===== src/hw/rtl/ccsj_pkg.sv =====
// ccsj_pkg: shared types and constants for the click classifier servo jog unit
// holds payload structs, key phase and class codes, register indexes and reset values
// no dependencies
`default_nettype none

package ccsj_pkg;

	// sizes fixed by the payload layout
	localparam int NUM_CLICK_KEYS = 4;
	localparam int NUM_SERVOS     = 5;
	localparam int ANGLE_W        = 8;
	localparam int COUNT_W        = 4;
	localparam int CFG_INDEX_W    = 3;
	localparam int CFG_DATA_W     = 8;

	// configuration register indexes
	localparam logic [CFG_INDEX_W-1:0] REG_HOLD_SAMPLES    = 3'd0;
	localparam logic [CFG_INDEX_W-1:0] REG_REPRESS_SAMPLES = 3'd1;
	localparam logic [CFG_INDEX_W-1:0] REG_MOVE_PERIOD     = 3'd2;
	localparam logic [CFG_INDEX_W-1:0] REG_JOINT_STEP      = 3'd3;
	localparam logic [CFG_INDEX_W-1:0] REG_GRIPPER_STEP    = 3'd4;
	localparam logic [CFG_INDEX_W-1:0] REG_MAX_ANGLE       = 3'd5;

	// configuration reset values
	localparam logic [3:0] HOLD_SAMPLES_RST    = 4'd6;
	localparam logic [3:0] REPRESS_SAMPLES_RST = 4'd8;
	localparam logic [7:0] MOVE_PERIOD_RST     = 8'd1;
	localparam logic [3:0] JOINT_STEP_RST      = 4'd1;
	localparam logic [3:0] GRIPPER_STEP_RST    = 4'd2;
	localparam logic [7:0] MAX_ANGLE_RST       = 8'd180;

	// per key classifier phase
	typedef enum logic [2:0] {
		PH_IDLE   = 3'd0,
		PH_HOLD   = 3'd1,
		PH_WINDOW = 3'd2,
		PH_SINGLE = 3'd3,
		PH_DOUBLE = 3'd4
	} key_phase_t;

	// key class codes as shown in key_classes
	typedef enum logic [1:0] {
		CLS_NONE   = 2'd0,
		CLS_SINGLE = 2'd1,
		CLS_DOUBLE = 2'd2
	} key_class_t;

	// one sample tick
	typedef struct packed {
		logic base_up_level;
		logic base_down_level;
		logic shoulder_key;
		logic elbow_key;
		logic wrist_key;
		logic gripper_key;
	} sample_t;

	// one result transaction
	typedef struct packed {
		logic [ANGLE_W-1:0] base_angle;
		logic [ANGLE_W-1:0] shoulder_angle;
		logic [ANGLE_W-1:0] elbow_angle;
		logic [ANGLE_W-1:0] wrist_angle;
		logic [ANGLE_W-1:0] gripper_angle;
		logic [7:0]         key_classes;
	} result_t;

	// servo angle after reset, servo order base, shoulder, elbow, wrist, gripper
	function automatic logic [ANGLE_W-1:0] angle_reset(input int idx);
		logic [ANGLE_W-1:0] r;
		case (idx)
			1:       r = 8'd180;
			2:       r = 8'd90;
			3:       r = 8'd90;
			default: r = 8'd0;
		endcase
		return r;
	endfunction

endpackage

`default_nettype wire


===== src/hw/rtl/click_classifier_servo_jog_unit.sv =====
// a result transaction is registered and presented in the cycle after its sample is accepted
// throughput: one sample per cycle; the output register can drain while the next sample enters
// a sample is held off only while the output register is full and stalled
// reset: arst_n clears key phases, counts, move divider, output valid, and loads
// the configuration defaults and the servo home angles
// depends on ccsj_pkg
`default_nettype none

module click_classifier_servo_jog_unit (
	input  wire                                       clk,
	input  wire                                       arst_n,
	// sample channel
	input  wire                                       sample_valid,
	output logic                                      sample_stall,
	input  wire  ccsj_pkg::sample_t                   sample,
	// result channel
	output logic                                      result_valid,
	input  wire                                       result_stall,
	output ccsj_pkg::result_t                         result,
	// configuration write port
	input  wire                                       cfg_write_en,
	input  wire  [ccsj_pkg::CFG_INDEX_W-1:0]          cfg_index,
	input  wire  [ccsj_pkg::CFG_DATA_W-1:0]           cfg_data
);

	localparam int NK = ccsj_pkg::NUM_CLICK_KEYS;
	localparam int NS = ccsj_pkg::NUM_SERVOS;
	localparam int AW = ccsj_pkg::ANGLE_W;
	localparam int CW = ccsj_pkg::COUNT_W;

	// configuration registers
	logic [3:0]    hold_samples_q;
	logic [3:0]    repress_samples_q;
	logic [7:0]    move_period_q;
	logic [3:0]    joint_step_q;
	logic [3:0]    gripper_step_q;
	logic [AW-1:0] max_angle_q;

	// per key and servo state
	ccsj_pkg::key_phase_t key_phase_q [NK];
	logic [CW-1:0]        key_count_q [NK];
	logic [NK-1:0]        key_seen_q;
	logic [AW-1:0]        angle_q     [NS];
	logic [7:0]           move_div_q;

	// next state
	ccsj_pkg::key_phase_t key_phase_n [NK];
	logic [CW-1:0]        key_count_n [NK];
	logic [NK-1:0]        key_seen_n;
	ccsj_pkg::key_class_t key_cls     [NK];
	logic [AW-1:0]        angle_n     [NS];
	logic [7:0]           move_div_n;
	logic                 move_tick;
	logic [7:0]           classes_n;
	logic [NK-1:0]        key_level;
	logic                 accept;

	// effective thresholds, zero acts as one
	logic [3:0] hold_eff;
	logic [3:0] repress_eff;
	logic [7:0] period_eff;

	assign hold_eff    = (hold_samples_q == 4'd0) ? 4'd1 : hold_samples_q;
	assign repress_eff = (repress_samples_q == 4'd0) ? 4'd1 : repress_samples_q;
	assign period_eff  = (move_period_q == 8'd0) ? 8'd1 : move_period_q;

	// handshake: hold off input only while a stalled result occupies the output register
	assign sample_stall = result_valid & result_stall;
	assign accept       = sample_valid & ~sample_stall;

	// key levels in key order shoulder, elbow, wrist, gripper
	assign key_level = {sample.gripper_key, sample.wrist_key, sample.elbow_key,
		sample.shoulder_key};

	// clamped upward step, an angle already at or above the clamp stays
	function automatic logic [AW-1:0] step_up(input logic [AW-1:0] a,
		input logic [3:0] amt, input logic [AW-1:0] mx);
		logic [AW:0]   sum;
		logic [AW-1:0] r;
		sum = {1'b0, a} + {{(AW-3){1'b0}}, amt};
		if (a < mx) begin
			r = (sum > {1'b0, mx}) ? mx : sum[AW-1:0];
		end else begin
			r = a;
		end
		return r;
	endfunction

	// downward step that stops at zero
	function automatic logic [AW-1:0] step_down(input logic [AW-1:0] a,
		input logic [3:0] amt);
		logic [AW-1:0] amt_w;
		amt_w = {{(AW-4){1'b0}}, amt};
		return (a > amt_w) ? (a - amt_w) : '0;
	endfunction

	// per key classifier
	always_comb begin
		logic [CW-1:0] cnt_inc;
		for (int k = 0; k < NK; k++) begin
			key_phase_n[k] = key_phase_q[k];
			key_count_n[k] = key_count_q[k];
			key_seen_n[k]  = key_seen_q[k];
			key_cls[k]     = ccsj_pkg::CLS_NONE;
			cnt_inc        = key_count_q[k] + 1'b1;
			case (key_phase_q[k])
				ccsj_pkg::PH_IDLE: begin
					if (key_level[k]) begin
						key_phase_n[k] = ccsj_pkg::PH_HOLD;
						key_count_n[k] = '0;
						key_seen_n[k]  = 1'b0;
					end
				end
				ccsj_pkg::PH_HOLD: begin
					if (key_level[k]) begin
						key_seen_n[k]  = 1'b1;
						key_count_n[k] = cnt_inc;
						if (cnt_inc >= hold_eff) begin
							key_phase_n[k] = ccsj_pkg::PH_SINGLE;
							key_cls[k]     = ccsj_pkg::CLS_SINGLE;
						end
					end else begin
						key_phase_n[k] = ccsj_pkg::PH_WINDOW;
						key_count_n[k] = '0;
					end
				end
				ccsj_pkg::PH_WINDOW: begin
					if (key_level[k]) begin
						key_phase_n[k] = ccsj_pkg::PH_DOUBLE;
						key_cls[k]     = ccsj_pkg::CLS_DOUBLE;
					end else begin
						key_count_n[k] = cnt_inc;
						if (cnt_inc >= repress_eff) begin
							if (key_seen_q[k]) begin
								key_phase_n[k] = ccsj_pkg::PH_SINGLE;
								key_cls[k]     = ccsj_pkg::CLS_SINGLE;
							end else begin
								key_phase_n[k] = ccsj_pkg::PH_IDLE;
							end
						end
					end
				end
				ccsj_pkg::PH_SINGLE: begin
					if (key_level[k]) begin
						key_cls[k] = ccsj_pkg::CLS_SINGLE;
					end else begin
						key_phase_n[k] = ccsj_pkg::PH_IDLE;
					end
				end
				ccsj_pkg::PH_DOUBLE: begin
					if (key_level[k]) begin
						key_cls[k] = ccsj_pkg::CLS_DOUBLE;
					end else begin
						key_phase_n[k] = ccsj_pkg::PH_IDLE;
					end
				end
				default: begin
					key_phase_n[k] = ccsj_pkg::PH_IDLE;
				end
			endcase
		end
	end

	// pack classes, only the first four keys fit the field
	always_comb begin
		classes_n = '0;
		for (int k = 0; k < NK; k++) begin
			if (k < 4) begin
				classes_n[2*k +: 2] = key_cls[k];
			end
		end
	end

	// move divider
	always_comb begin
		logic [8:0] div_sum;
		div_sum    = {1'b0, move_div_q} + 9'd1;
		move_tick  = (div_sum >= {1'b0, period_eff});
		move_div_n = move_tick ? 8'd0 : div_sum[7:0];
	end

	// servo angle update
	always_comb begin
		for (int s = 0; s < NS; s++) begin
			angle_n[s] = angle_q[s];
		end
		if (move_tick) begin
			// base: up step first, then down step
			if (sample.base_up_level) begin
				angle_n[0] = step_up(angle_n[0], joint_step_q, max_angle_q);
			end
			if (sample.base_down_level) begin
				angle_n[0] = step_down(angle_n[0], joint_step_q);
			end
			for (int k = 0; k < NK; k++) begin
				if (k + 1 < NS) begin
					if (k == NK - 1) begin
						// gripper is reversed
						if (key_cls[k] == ccsj_pkg::CLS_SINGLE) begin
							angle_n[k+1] = step_down(angle_q[k+1], gripper_step_q);
						end else if (key_cls[k] == ccsj_pkg::CLS_DOUBLE) begin
							angle_n[k+1] = step_up(angle_q[k+1], gripper_step_q,
								max_angle_q);
						end
					end else begin
						if (key_cls[k] == ccsj_pkg::CLS_SINGLE) begin
							angle_n[k+1] = step_up(angle_q[k+1], joint_step_q,
								max_angle_q);
						end else if (key_cls[k] == ccsj_pkg::CLS_DOUBLE) begin
							angle_n[k+1] = step_down(angle_q[k+1], joint_step_q);
						end
					end
				end
			end
		end
	end

	// configuration registers
	always_ff @(posedge clk or negedge arst_n) begin
		if (!arst_n) begin
			hold_samples_q    <= ccsj_pkg::HOLD_SAMPLES_RST;
			repress_samples_q <= ccsj_pkg::REPRESS_SAMPLES_RST;
			move_period_q     <= ccsj_pkg::MOVE_PERIOD_RST;
			joint_step_q      <= ccsj_pkg::JOINT_STEP_RST;
			gripper_step_q    <= ccsj_pkg::GRIPPER_STEP_RST;
			max_angle_q       <= ccsj_pkg::MAX_ANGLE_RST;
		end else if (cfg_write_en) begin
			case (cfg_index)
				ccsj_pkg::REG_HOLD_SAMPLES:    hold_samples_q    <= cfg_data[3:0];
				ccsj_pkg::REG_REPRESS_SAMPLES: repress_samples_q <= cfg_data[3:0];
				ccsj_pkg::REG_MOVE_PERIOD:     move_period_q     <= cfg_data;
				ccsj_pkg::REG_JOINT_STEP:      joint_step_q      <= cfg_data[3:0];
				ccsj_pkg::REG_GRIPPER_STEP:    gripper_step_q    <= cfg_data[3:0];
				ccsj_pkg::REG_MAX_ANGLE:       max_angle_q       <= cfg_data;
				default: begin
				end
			endcase
		end
	end

	// classifier, divider and angle state, advanced once per accepted sample
	always_ff @(posedge clk or negedge arst_n) begin
		if (!arst_n) begin
			for (int k = 0; k < NK; k++) begin
				key_phase_q[k] <= ccsj_pkg::PH_IDLE;
				key_count_q[k] <= '0;
			end
			key_seen_q <= '0;
			for (int s = 0; s < NS; s++) begin
				angle_q[s] <= ccsj_pkg::angle_reset(s);
			end
			move_div_q <= '0;
		end else if (accept) begin
			for (int k = 0; k < NK; k++) begin
				key_phase_q[k] <= key_phase_n[k];
				key_count_q[k] <= key_count_n[k];
			end
			key_seen_q <= key_seen_n;
			for (int s = 0; s < NS; s++) begin
				angle_q[s] <= angle_n[s];
			end
			move_div_q <= move_div_n;
		end
	end

	// output register valid
	always_ff @(posedge clk or negedge arst_n) begin
		if (!arst_n) begin
			result_valid <= 1'b0;
		end else if (accept) begin
			result_valid <= 1'b1;
		end else if (!result_stall) begin
			result_valid <= 1'b0;
		end
	end

	// output register payload
	always_ff @(posedge clk) begin
		if (accept) begin
			result.base_angle     <= angle_n[0];
			result.shoulder_angle <= angle_n[1];
			result.elbow_angle    <= angle_n[2];
			result.wrist_angle    <= angle_n[3];
			result.gripper_angle  <= angle_n[4];
			result.key_classes    <= classes_n;
		end
	end

`ifndef SYNTH
	// an accepted sample always leaves a result in the output register
	assert property (@(posedge clk) disable iff (!arst_n)
		sample_valid && !sample_stall |=> result_valid)
		else $error("accepted sample produced no result");

	// input is held off only behind a pending result
	assert property (@(posedge clk) disable iff (!arst_n)
		sample_stall |-> result_valid)
		else $error("sample stalled with empty output register");

	// shown class agrees with the classifier phase it left behind
	for (genvar g = 0; g < NK && g < 4; g++) begin : g_cls_chk
		assert property (@(posedge clk) disable iff (!arst_n)
			result_valid |->
			((result.key_classes[2*g +: 2] == ccsj_pkg::CLS_SINGLE) ==
			(key_phase_q[g] == ccsj_pkg::PH_SINGLE)))
			else $error("single class and phase disagree");
		assert property (@(posedge clk) disable iff (!arst_n)
			result_valid |->
			((result.key_classes[2*g +: 2] == ccsj_pkg::CLS_DOUBLE) ==
			(key_phase_q[g] == ccsj_pkg::PH_DOUBLE)))
			else $error("double class and phase disagree");
	end
`endif

endmodule

`default_nettype wire

===== config.mk =====
export PLATFORM = sky130hd
export DESIGN_NAME = click_classifier_servo_jog_unit
export DESIGN_NICKNAME = d
export VERILOG_FILES = /design/src/hw/rtl/ccsj_pkg.sv /design/src/hw/rtl/click_classifier_servo_jog_unit.sv
export SDC_FILE = /design/constraint.sdc
export NUM_CORES = 1
export LEC_CHECK = 0
export BUFFER_PORTS_ARGS = -buffer_cell sky130_fd_sc_hd__clkbuf_2
export CORE_UTILIZATION = 48
export DETAILED_ROUTE_END_ITERATION = 10
export PLACE_DENSITY = 0.68
export SYNTH_ARGS = -nofsm -noshare
export SYNTH_HDL_FRONTEND = slang
export SYNTH_SLANG_ARGS = --single-unit

===== constraint.sdc =====
create_clock -name clk -period 16 [get_ports clk]
set_clock_uncertainty 0.1 [all_clocks]
set_input_delay 0 -clock clk [delete_from_list [all_inputs] [get_ports clk]]
set_output_delay 0 -clock clk [all_outputs]
set_load 0.1 [all_outputs]

==> impl_metrics.ini, run 1 <==
[worst_setup_path]
end_kind = register
worstPathRequired_ns = 16.15
cp_data_arrival_time_ns = 6.01
worstSetupPathType = reg2reg
critPathMaxFanout = 11
start_kind = register

[placement]
dp.cells = 1913
dp_hpwl_um = 27200
place_area_mm2 = 0.0143
place_ws_ns = 10.22
numPortBuffers = 71
routabilityCongestion = 0.914

[sta]
setup_viol = 0
worstMarginPinSlew_ns = 1.07
slew_violations = 0
rsz0062_at_grt = false
max_freq_ghz = 0.171
hold_viol = 0
fin_ws_ns = 10.14
fin_crit_ns = 5.86
timing.final.crit_share_pct = 36.6
slew_headroom_pct = 26.8
setup_tns_ns = 0
hold_slack_ns = 0.0421

[route]
wl_per_cell_um = 19.4
ant_nets = 0
viasPerCell = 6.18
drc = 0
first_pass_iters = 6
drt_wl_total_um = 38200
drtIter0Drc = 937
vias = 12100

[outcome]
outcome = complete, no violations

[pwr]
p_switching_w = 0.00165
intPower_w = 0.00158
combinationalPowerShare_pct = 62.7
sw_frac_of_total_pct = 51.1
leakage_nw = 6.49
pwr-share-clk_pct = 12.8
p_seq_share_pct = 24.5
vdd_drop_max_uv = 95.5
p_per_area_mw_per_mm2 = 215

[global_routing]
grt_max_degree = 67
overflow = 0
track_usage_pct = 26.8
grt_pass1_vias = 11600
antenna_found_initial = 0
grt_pass1_wl_um = 60700

[floorplanning]
die_h_um = 170
dieWidth_um = 170
rows = 61
start_util_pct = 48.8
ioPinCount = 72
dieArea_mm2 = 0.0289
core_mm2 = 0.0278

[yosys]
ys_types = 90
syn_nets = 1703
yosys_most_used_dff = dfrtp_1
syn_area_mm2 = 0.0136
yosysTopAreaCell = dfrtp_1
synth_top_area_share_pct = 16.8
synth_edf_count = 48
synthArstFlopShare_pct = 70.2
ys_top_cells_by_area = dfrtp_1 (17%), ha_1 (15%), edfxtp_1 (11%)
ys_top_cells_by_count = ha_1 (160), o21ai_0 (129), nand2_1 (125)
synth.ff_latch_count = 161
synth_area_per_cell_um2 = 8.97
synthMostInstantiatedCell = ha_1
yosysSeqAreaShare_pct = 31.7
syn_inst = 1511
ys_warn_count = 0

[finish]
syn2layout_area_growth_pct = 10.8
nets = 1766
instances_no_fill = 1965
postLayoutCellArea_mm2 = 0.0150
post_route_cells_drive_above_1_share_pct = 11.9
antenna_cells = 0

[clock_tree]
clk_pin_slew_ns = 0.07
root_buffer = clkbuf_16
cts_resized = 0
cts_htree_levels = 4
numCtsBuffers = 17
clock_path_buffers = 2
cts_tree = built
clkSinkCount = 161
clk_latency_ns = 0.44

[min_path]
min_path_type = in2async

[run]
drv_cap = 0
logic make-up (layout without fill, tap and decap cells):
group,count (synthesis),in the layout,share of synthesized area (%)
XOR/XNOR,59,59,3.81
adder cells (fa/ha/maj),170,170,16.2
AO/OA/AOI/OAI,510,510,25.4
AND/OR/NAND/NOR,417,417,15.0
multiplexers,45,45,3.57
buffers and inverters,149,225,4.21
flip-flops,161,161,31.7
path summary, 6_finish.rpt:
kind | from | endpoint | slack [ns] | depth (start not counted)
worst max-delay path | joint_step_q[1]$_DFFE_PN0P_ | result[47]$_DFFE_PP_ | 10.14 | 19
worst min-delay path | arst_n | angle_q[1]$_DFFE_PN0P_ | 0.04 | 2
max in group asynchronous | arst_n | key_count_q[2]$_DFFE_PN0P_ | 14.42 | 3
worst min register to register | hold_samples_q[0]$_DFFE_PN0P_ | hold_samples_q[0]$_DFFE_PN0P_ | 0.42 | 1
min in group clk | result_stall | move_div_q[1]$_DFFE_PN0P_ | 0.19 | 6
worst max register to register | joint_step_q[1]$_DFFE_PN0P_ | result[47]$_DFFE_PP_ | 10.14 | 19
cells in the final DEF, fill, tap and decap left out, drive strengths merged, types with 8 or more instances in the layout:
master / Yosys / layout
edfxtp: 48 / 48
nand2: 125 / 125
fa: 10 / 10
a21o: 26 / 26
a32o: 9 / 9
and3: 13 / 13
o31ai: 16 / 16
mux2: 27 / 27
o22ai: 15 / 15
o21ai: 141 / 141
a21oi: 103 / 103
nor4: 15 / 15
nand3: 42 / 42
a22o: 17 / 17
o211a: 8 / 8
dlygate4sd3: 0 / 20
a211oi: 15 / 15
o21a: 13 / 13
buf: 12 / 14
nor3: 29 / 29
dfrtp: 91 / 91
ha: 160 / 160
a31oi: 16 / 16
xor2: 18 / 18
clkinv: 2 / 8
nor2: 87 / 87
xnor2: 41 / 41
mux2i: 18 / 18
nand4: 14 / 14
o211ai: 16 / 16
nand2b: 29 / 29
clkbuf: 48 / 89
a221o: 8 / 8
inv: 87 / 89
o22a: 18 / 18
nor2b: 25 / 25
dfstp: 22 / 22
o21bai: 13 / 13
sequential cells by signal, indices dropped and copies added, names as in the netlist:
signal             flops
move_period_q          8
max_angle_q            8
angle_q               40
result                48
result_valid           1
gripper_step_q         4
joint_step_q           4
move_div_q             8
key_count_q           16
hold_samples_q         4
key_seen_q             4
key_phase_q           12
repress_samples_q      4
area by class of cell:
class                      instances  area (um^2)
tap                              378          473
inverter                          89          334
timing repair buffer             104          656
multi-input combinational       1201         8700
fill                            2596        12800
sequential                       161         4300
clock inverter                    13          136
clock buffer                      19          433
stage by stage:
| step | util [%] | power [W] |
|---|---|---|
| CTS | 54.1 | 0.00321 |
| detailed placement | 51.3 | 0.00277 |
| global placement | 51.3 | 0.00272 |
| finish | 54.1 | 0.00323 |
| global route | 54.1 | 0.00348 |
| floorplan | - | 0.00231 |
worst max-delay path, cell delays in order, from the launching register on:
cell	delay, ns
dfrtp_1	0.60
fa_1	0.56
a21o_1	0.22
a21oi_2	0.39
nor2_1	0.13
xor2_1	0.17
ha_1	0.31
and3_1	0.18
or3b_1	0.38
o211a_2	0.18
nor2_2	0.28
nand2_1	0.09
a31oi_1	0.36
ha_1	0.32
nor2b_1	0.14
o21ai_0	0.14
nand2b_1	0.10
a2111o_1	0.49
o31a_1	0.28
o32ai_1	0.25
power by group through the flow:
stage	logic, W	clock network (W)	registers, W
finish	0.00202	0.000412	0.000792
global route	0.00224	0.000435	0.000813
CTS	0.00200	0.000421	0.000786
detailed placement	0.00198	0	0.000793
global placement	0.00193	0	0.000788
floorplan	0.00144	0	0.000870
what timing repair did:
action,CTS,global route
hold buffers,20,0
buffers inserted,0,0
hold endpoints to repair,96,0
routing by layer:
metal | GRT usage [%] | wire length (um)
met1 | 34.9 | 17000
met2 | 45.7 | 18300
met3 | 3.74 | 2070
met4 | 8.70 | 877
met5 | 0 | 0
Power figures use the tool's default switching activity.
==> inputs of run 2 (changes only) <==
==> constraint.sdc (replaced) <==
create_clock -name clk -period 5.6 [get_ports clk]
set_clock_uncertainty 0.1 [all_clocks]
set_input_delay 0 -clock clk [delete_from_list [all_inputs] [get_ports clk]]
set_output_delay 0 -clock clk [all_outputs]
set_load 0.1 [all_outputs]
==> run 2 against run 1 <==
Against the previous run: fmax rose by 11%; clock power rose to 2.9 times the previous value; power grew to 2.9 times the previous value.
==> impl_metrics.ini, run 2 (synthesized netlist as in run 1, its figures left out) <==
[placement]
routabilityCongestion = 0.930
numPortBuffers = 71
place_area_mm2 = 0.0144
dp.cells = 1927
dp_hpwl_um = 27800

[route]
drc = 0
ant_nets = 0
vias = 12100
first_pass_iters = 5
wl_per_cell_um = 19.4
viasPerCell = 6.13
drtIter0Drc = 860
drt_wl_total_um = 38400

[worst_setup_path]
start_kind = register
cp_data_arrival_time_ns = 5.46
critPathMaxFanout = 6
worstSetupPathType = reg2reg
worstPathRequired_ns = 5.77
end_kind = register

[clock_tree]
clkSinkCount = 161
numCtsBuffers = 17
clk_latency_ns = 0.45
root_buffer = clkbuf_16
clk_pin_slew_ns = 0.07
clock_path_buffers = 2
cts_htree_levels = 4
post-cts-setup-buffers = 0
cts_tree = built

[sta]
timing.final.crit_share_pct = 94.6
setup_viol = 0
slew_violations = 0
worstMarginPinSlew_ns = 1.25
hold_viol = 0
max_freq_ghz = 0.189
slew_headroom_pct = 14.7
fin_crit_ns = 5.30
setup_tns_ns = 0

[finish]
largest_reg_flops = 48
postLayoutCellArea_mm2 = 0.0152
top_register = result
layout_commonest_cell = ha_1
syn2layout_area_growth_pct = 12.0
fillers = 2589
instances_no_fill = 1979
top_regs = result (48), angle_q (40), key_count_q (16)
post_route_cells_drive_above_1_share_pct = 13.1
antenna_cells = 0
nets = 1780
layout_common_cells = ha_1 (160), o21ai_0 (128), nand2_1 (125)
final_util_pct = 54.6

[pwr]
leakage_nw = 6.58
vdd_drop_max_uv = 283
power.total_w = 0.00934
p_per_area_mw_per_mm2 = 615

[global_routing]
track_usage_pct = 27.4
grt_max_degree = 60
grt_pass1_wl_um = 61900
antenna_found_initial = 0
overflow = 0
grt_pass1_vias = 11600

[run]
drv_cap = 0

[floorplanning]
dieArea_mm2 = 0.0289
core_mm2 = 0.0278
ioPinCount = 72
start_util_pct = 48.8
dieWidth_um = 170
rows = 61
die_h_um = 170

[min_path]
min_path_type = in2async

[outcome]
outcome = complete, no violations
[run 2: path summary, 6_finish.rpt]
path | start | end | slack [ns] | cells past startpoint
max | angle_q[32]$_DFFE_PN0P_ | result[47]$_DFFE_PP_ | 0.30 | 20
min | arst_n | gripper_step_q[2]$_DFFE_PN0P_ | 0.11 | 2
max reg2reg | angle_q[32]$_DFFE_PN0P_ | result[47]$_DFFE_PP_ | 0.30 | 20
min reg2reg | key_seen_q[1]$_DFFE_PN0P_ | key_seen_q[1]$_DFFE_PN0P_ | 0.41 | 1
max in group asynchronous | arst_n | move_div_q[5]$_DFFE_PN0P_ | 4.03 | 3
min in group clk | result_stall | move_div_q[3]$_DFFE_PN0P_ | 0.17 | 6
[run 2: worst max-delay path, cell delays in order (launching register included)]
cell and delay (ns):
dfrtp_1 0.42, ha_1 0.24, fa_1 0.42, a21o_1 0.21, a21oi_2 0.19, nor2_1 0.09, xor2_1 0.15, ha_1 0.31
and3_1 0.17, or3b_1 0.38, o211a_2 0.19, nor2_4 0.20, nand2_1 0.09, a31oi_2 0.27, ha_1 0.30, nor2b_1 0.13
o21ai_0 0.16, nand2b_1 0.11, a2111o_1 0.49, o31a_1 0.28, o32ai_1 0.21
[run 2: layout make-up]
class	instances	area (um^2)	share of cell area, %
tap	378	473	3.12
multi-input combinational	1201	8720	57.5
inverter	89	334	2.20
clock inverter	13	153	1.01
sequential	161	4300	28.3
clock buffer	19	443	2.92
timing repair buffer	118	761	5.01
[run 2: per-stage QoR]
| stage | setup WS [ns] | hold slack (ns) |
|---|---|---|
| final | 0.304 | 0.106 |
| after global routing | -0.0134 | 0.184 |
| after global placement | 0.316 | 0.0624 |
| after detailed placement | 0.147 | 0.0645 |
| after CTS | 0.107 | 0.136 |
| after floorplan | 0.452 | -0.396 |
[run 2: power breakdown]
group	switching, W	internal, W	leakage (nW)
Clock	0.000535	0.000678	0.288
Sequential	0.000572	0.00165	1.82
Combinational	0.00365	0.00226	4.47
[run 2: per-layer routing]
layer | track usage (%) | up-vias | share of wire [%]
met4 | 8.42 | 0 | 2.4
li1 | - | 5827 | -
met2 | 45.9 | 374 | 48
met5 | 0 | - | 0
met1 | 36.1 | 5861 | 44
met3 | 4.26 | 61 | 5.8
[run 2: timing repair]
| item | CTS | global route |
|---|---|---|
| resized for setup | 0 | 5 |
| hold buffers | 20 | 0 |
| setup endpoints to repair | 0 | 9 |
| endpoints found under the hold margin | 98 | 0 |
